--- src/rtl/tir_pkg.sv ---
// Package with shared types and codes for the table interpolated responsivity block.
package tir_pkg;

    localparam logic [1:0] OP_CLEAR   = 2'd0;
    localparam logic [1:0] OP_APPEND  = 2'd1;
    localparam logic [1:0] OP_MEASURE = 2'd2;
    localparam logic [1:0] OP_NONE    = 2'd3;

    localparam logic [1:0] ST_OK    = 2'd0;
    localparam logic [1:0] ST_RANGE = 2'd1;
    localparam logic [1:0] ST_DIV0  = 2'd2;

    typedef enum logic [3:0] {
        S_IDLE,
        S_SCAN_RD,
        S_SCAN_CHK,
        S_LO_RD,
        S_HI_RD,
        S_MUL1,
        S_DIV1,
        S_INTERP,
        S_MUL2,
        S_DIV2,
        S_DONE
    } state_t;

    // Commands from the controller to the datapath.
    typedef struct packed {
        logic load;
        logic do_append;
        logic do_clear;
        logic rd_scan;
        logic scan_inc;
        logic rd_lo;
        logic rd_hi;
        logic mul1;
        logic div1_start;
        logic interp_ld;
        logic mul2;
        logic div2_start;
        logic emit;
        logic [1:0] emit_status;
    } tir_cmd_t;

    // Status from the datapath to the controller.
    typedef struct packed {
        logic fill_lt2;
        logic scan_end;
        logic scan_ge;
        logic scan_eq;
        logic scan_first;
        logic dw_zero;
        logic cal_zero;
        logic div_busy;
    } tir_stat_t;

endpackage

--- src/rtl/tir_ctrl.sv ---
// Controller state machine that sequences the scan, reads, multiplies and divisions.
module tir_ctrl (
    input  logic               clk,
    input  logic               rst_n,
    input  logic               start,
    input  logic [1:0]         op,
    input  tir_pkg::tir_stat_t stat,
    output tir_pkg::tir_cmd_t  cmd,
    output logic               busy
);
    import tir_pkg::*;

    state_t state_reg, state_next;
    logic   seen_reg, seen_next;

    always_ff @(posedge clk or negedge rst_n)
    begin
        if (!rst_n)
        begin
            state_reg <= S_IDLE;
            seen_reg  <= 1'b0;
        end
        else
        begin
            state_reg <= state_next;
            seen_reg  <= seen_next;
        end
    end

    always_comb
    begin
        state_next = state_reg;
        seen_next  = seen_reg;
        cmd        = '0;
        busy       = state_reg != S_IDLE;
        case (state_reg)
            S_IDLE:
            begin
                if (start)
                begin
                    case (op)
                        OP_CLEAR:   cmd.do_clear = 1'b1;
                        OP_APPEND:  cmd.do_append = 1'b1;
                        OP_MEASURE:
                        begin
                            cmd.load   = 1'b1;
                            state_next = S_SCAN_RD;
                        end
                        default:    ;
                    endcase
                end
            end
            S_SCAN_RD:
            begin
                if (stat.fill_lt2 || stat.scan_end)
                begin
                    cmd.emit        = 1'b1;
                    cmd.emit_status = ST_RANGE;
                    state_next      = S_DONE;
                end
                else
                begin
                    cmd.rd_scan = 1'b1;
                    state_next  = S_SCAN_CHK;
                end
            end
            S_SCAN_CHK:
            begin
                if (stat.scan_ge)
                begin
                    if (stat.scan_first && !stat.scan_eq)
                    begin
                        cmd.emit        = 1'b1;
                        cmd.emit_status = ST_RANGE;
                        state_next      = S_DONE;
                    end
                    else
                    begin
                        // For segment zero the low point is entry zero itself.
                        seen_next  = stat.scan_first;
                        cmd.rd_lo  = !stat.scan_first;
                        state_next = S_LO_RD;
                    end
                end
                else
                begin
                    cmd.scan_inc = 1'b1;
                    state_next   = S_SCAN_RD;
                end
            end
            S_LO_RD:
            begin
                // The read data now holds the low point; latch it and read the high point.
                cmd.rd_hi  = 1'b1;
                state_next = S_HI_RD;
            end
            S_HI_RD:
            begin
                cmd.mul1   = 1'b1;
                state_next = S_MUL1;
            end
            S_MUL1:
            begin
                if (stat.dw_zero)
                begin
                    cmd.emit        = 1'b1;
                    cmd.emit_status = ST_DIV0;
                    state_next      = S_DONE;
                end
                else
                begin
                    cmd.div1_start = 1'b1;
                    state_next     = S_DIV1;
                end
            end
            S_DIV1:
            begin
                if (!stat.div_busy)
                begin
                    if (stat.cal_zero)
                    begin
                        cmd.emit        = 1'b1;
                        cmd.emit_status = ST_DIV0;
                        state_next      = S_DONE;
                    end
                    else
                    begin
                        cmd.interp_ld = 1'b1;
                        state_next    = S_INTERP;
                    end
                end
            end
            S_INTERP:
            begin
                cmd.mul2   = 1'b1;
                state_next = S_MUL2;
            end
            S_MUL2:
            begin
                cmd.div2_start = 1'b1;
                state_next     = S_DIV2;
            end
            S_DIV2:
            begin
                if (!stat.div_busy)
                begin
                    cmd.emit        = 1'b1;
                    cmd.emit_status = ST_OK;
                    state_next      = S_DONE;
                end
            end
            S_DONE:
            begin
                seen_next  = 1'b0;
                state_next = S_IDLE;
            end
            default:
            begin
                state_next = S_IDLE;
            end
        endcase
        if (seen_reg && state_reg == S_LO_RD)
            cmd.rd_hi = 1'b1;
    end
endmodule
--- config.mk ---
export PLATFORM = sky130hd
export DESIGN_NAME = tir_ctrl
export DESIGN_NICKNAME = d
export VERILOG_FILES = /design/src/rtl/tir_pkg.sv /design/src/rtl/tir_ctrl.sv
export SDC_FILE = /design/constraint.sdc
export NUM_CORES = 1
export LEC_CHECK = 0
export BUFFER_PORTS_ARGS = -buffer_cell sky130_fd_sc_hd__buf_4
export CAP_MARGIN = 20
export CORE_AREA = 2 2 39 41
export CTS_BUF_LIST = sky130_fd_sc_hd__clkbuf_8
export DETAILED_ROUTE_END_ITERATION = 8
export DIE_AREA = 0 0 41 43
export PLACE_DENSITY = 0.67
export SYNTH_ARGS = -nofsm -noshare
export SYNTH_HDL_FRONTEND = slang
export SYNTH_SLANG_ARGS = --single-unit
--- constraint.sdc ---
create_clock -name clk -period 4.1 [get_ports clk]
set_input_delay 0.82 -clock clk [delete_from_list [all_inputs] [get_ports clk]]
set_output_delay 0.82 -clock clk [all_outputs]
set_load 0.01 [all_outputs]
Word level (Yosys, flattened, before mapping)
Cells that the tools add are included.
Widths: inputs -> output; s select.
{"block": "totals", "ff_bits": 5, "in_bits": 13, "out_inout_bits": 16, "elab_cells": 73}
{"block": "op_classes", "eq_ne": 18, "muxes": 42, "n_reduce_logical": 11}
{"op": "$pmux 4 s10", "count": 1}
{"op": "$mux 4", "count": 9}
{"op": "$mux 3", "count": 9}
{"op": "$mux 1", "count": 20}
{"op": "$eq 4x3->1 const B", "count": 4}
{"op": "$pmux 3 s5", "count": 1}
{"op": "$eq 4x4->1 const B", "count": 3}
{"op": "$ne 2x2->1 const B", "count": 5}
{"op": "$eq 4x2->1 const B", "count": 2}
{"op": "$eq 4x1->1 const B", "count": 1}
{"op": "$logic_not 4->1", "count": 1}
{"op": "$reduce_and 4->1", "count": 1}
{"op": "$reduce_bool 4->1", "count": 1}
{"op": "$reduce_and 3->1", "count": 1}
{"op": "$eq 2x1->1 const B", "count": 1}
{"op": "$eq 2x2->1 const B", "count": 1}
{"op": "$logic_and 1x1->1", "count": 2}
{"op": "$logic_not 1->1", "count": 2}
{"op": "$logic_not 2->1", "count": 1}
{"op": "$mux 2", "count": 1}
{"op": "$ne 2x1->1 const B", "count": 1}
{"op": "$pmux 1 s2", "count": 1}
{"op": "$reduce_bool 2->1", "count": 1}
{"op": "$logic_or 1x1->1", "count": 1}

Logic depth before layout (Yosys ltp)
{"block": "logic_depth", "word_depth": 5, "depth_mapped": 5, "mapped_depth_nobuf": 4}

Worst setup path after synthesis
Ideal clock, no wire load.
{"block": "synth_path", "kind": "register to output", "startpoint": "register state_reg[0]", "endpoint": "output cmd[2] (netlist name)", "arrival_time_ns": 1.509, "path_slack_ns": 1.771, "path_stages_with_launch": 5, "n_path_buf": 0, "cell_sequence": "dfrtp_1 > or4b_4 > o32ai_4 > a21oi_1 > o21ai_1"}
{"element": "start: declaration", "line_no": "tir_ctrl.sv:13", "text": "state_t state_reg, state_next;"}
{"element": "start signal: assignment", "line_no": "tir_ctrl.sv:25", "text": "state_reg <= state_next;"}
{"element": "end: declaration", "line_no": "tir_ctrl.sv:8", "text": "output tir_pkg::tir_cmd_t cmd,"}

==> results.toml <==
[placement]
dp.cells = 116
port_buffers = 28
placedInstanceArea_um2 = 719
post-dp-hpwl_um = 1070
gp_congestion = 0.839

[timing]
drv_slew = 0
hold_viol_final = 0
worst_slew_pin_slew_ps = 428
hold_slack_ps = 387
period_needed_ps = 2790
relSlewSlack_pct = 71.4
rsz0062_at_grt = "no"
skew_ps = 1.12
fmax_mhz = 358
post-route-period-util_pct = 68.2
setup_viol = 0
setup-tns-final_ps = 0

[grt]
grt_usage_pct = 19.1
antenna_found_initial = 0
overflow = 0
grt_max_degree = 16
grt_pass1_vias = 534
grt_pass1_wl_um = 2270

[power_and_ir_drop]
seqPwrFrac_pct = 23.7
p_sw_share_pct = 46.8
internal_power_mw = 0.260
pwr-share-clk_pct = 17.2
irDropWorstVdd_uv = 367
p_sw_mw = 0.229
power_leakage_nw = 0.348
p_per_area_nw_per_um2 = 643
pwr-share-comb_pct = 59.1

[setup_path]
cp-start-kind = "register"
critPathBufInv = 1
critPathMaxStageDelay_ps = 640
path_delay_family = "simple AND/OR/NAND/NOR gates"
slowest_stage = "or4b_4"
reg2reg_slack_ps = 2350
cp_max_fo = 15
path_cells = "or4b_4, o32ai_4, a21oi_1, o21ai_1, buf_4"
r2r-end = "state_reg[3]"
required_ps = 3280
critPathCaptureType = "output pin"
crit_type = "register to output pin"
arrival_ps = 1970
crit-reg2reg-launch = "state_reg[0]"
reg2reg_depth = 4

[route]
vias = 628
wirelength_um = 1410
first_pass_iters = 4
drc_errors = 0
via_per_inst = 5.28
wl_per_cell_um = 11.8
antenna_left = 0
drt_iter0_drc = 7

[yosys]
syn_inst = 76
synth_enable_flop_cells = 0
syn_nets = 89
syn_area_um2 = 504
synth-seq-cells = 4
synth_top_cell_by_area = "dfrtp_1"
synth.avg_cell_area_um2 = 6.63
synth_most_common_cell = "nor2_1"
synth_common_cells = "nor2_1, a21oi_1, nor3_1"
ys.flop_type = "dfrtp_1"
yosysWarnings = 0
ys_types = 24
ys_seq_area_share_pct = 19.9
synth_area_leaders = "dfrtp_1, nor2_1, a21oi_1"
async_flop_share_pct = 100
synth_top_area_share_pct = 19.9

[clock_network]
cts.sinks = 4
cts_tree = "built"
cts_buffer_depth = 2
postCtsSetupBuffers = 0
numCtsBuffers = 3
ctsHoldBuffers = 0
path_clk_slew_ps = 30
cts_root_buffer = "clkbuf_8"
cts_resized = 0
clk_latency_ps = 220
cts-htree-levels = 1

[floorplan]
floorplan.initialDensity_pct = 36.4
rows = 14
core_um2 = 1380
die_h_um = 43
io_pins = 29
fp.dieW_um = 41
dieArea_um2 = 1760

[outcome]
outcome = "finished, final reports clean"

[cells_and_area]
regArea_um2 = 100
nFillCells = 134
synthToLayoutAreaGrowth_pct = 50.9
diodes = 0
drive_gt1_share_pct = 34.0
fin_util_pct = 55.0
largest_reg_flops = 4
design_area_um2 = 761
multi_input_area_um2 = 374
stdcell_count = 119
nets = 118

[flow_run]
cap_violations = 0

[worst_hold_path]
hp-class = "input port to asynchronous set/reset pin"
## worst reg2reg max path: cells and delay by family (launching register included)
family / cells / cell delay (ps)
flip-flops: 1 / 520
AND/OR/NAND/NOR: 2 / 730
AO/OA/AOI/OAI: 2 / 430
## power by group through the flow
stage                     clock [mW]  combinational (mW)  sequential [mW]
after detailed placement           0               0.290            0.115
after floorplan                    0               0.233           0.0728
final                         0.0839               0.289            0.116
after CTS                     0.0870               0.292            0.114
after global placement             0               0.290            0.112
after global routing          0.0915               0.321            0.124
## per-layer routing
metal  vias up  global-route usage (%)  wire length [um]
met5         -                       0                 0
met4         0                    8.00                 0
met3         0                    6.81                85
met2        24                    27.5               695
met1       277                    24.8               626
li1        327                       -                 -
## through the flow
stage / power [mW] / setup WS, ps
2_1_floorplan: 0.306 / 1770
3_3_place_gp: 0.402 / 1570
3_5_place_dp: 0.405 / 1540
4_1_cts: 0.494 / 1300
5_1_grt: 0.537 / 1170
6_report: 0.489 / 1310
## worst max-delay path by stage
stage / cells after the start / start / end
2_1_floorplan: 4 / state_reg[0] / cmd[2]
6_report: 5 / state_reg[0] / cmd[2]
3_5_place_dp: 5 / state_reg[0] / cmd[2]
4_1_cts: 5 / state_reg[0] / cmd[2]
3_3_place_gp: 5 / state_reg[0] / cmd[2]
5_1_grt: 5 / state_reg[0] / cmd[2]
## cell families after synthesis
| group | share of synthesized area (%) |
|---|---|
| compound gates | 28.0 |
| simple gates | 46.2 |
| buf+inv | 5.95 |
| flops | 19.9 |
## cell type report
type	instances	share of cell area [%]
inverters	4	1.97
flip-flops and latches	4	13.2
repair buffers	28	27.6
clock buffers	3	5.43
well taps	16	2.63
multi-input cells	64	49.2
## cells in the final DEF, fill, tap and decap left out, drive strengths merged
cell and instances:
nor4b 2, a21oi 8, clkbuf 3, inv 4, nand2 5, or4b 2, nand2b 5, nor2 17
nor2b 2, o32ai 1, o2bb2ai 1, dfrtp 4, and3b 1, a31oi 1, nand3 1, or3 1
o21ai 7, o221ai 1, nor3 8, o221a 1, buf 28
Power figures use the tool's default switching activity.
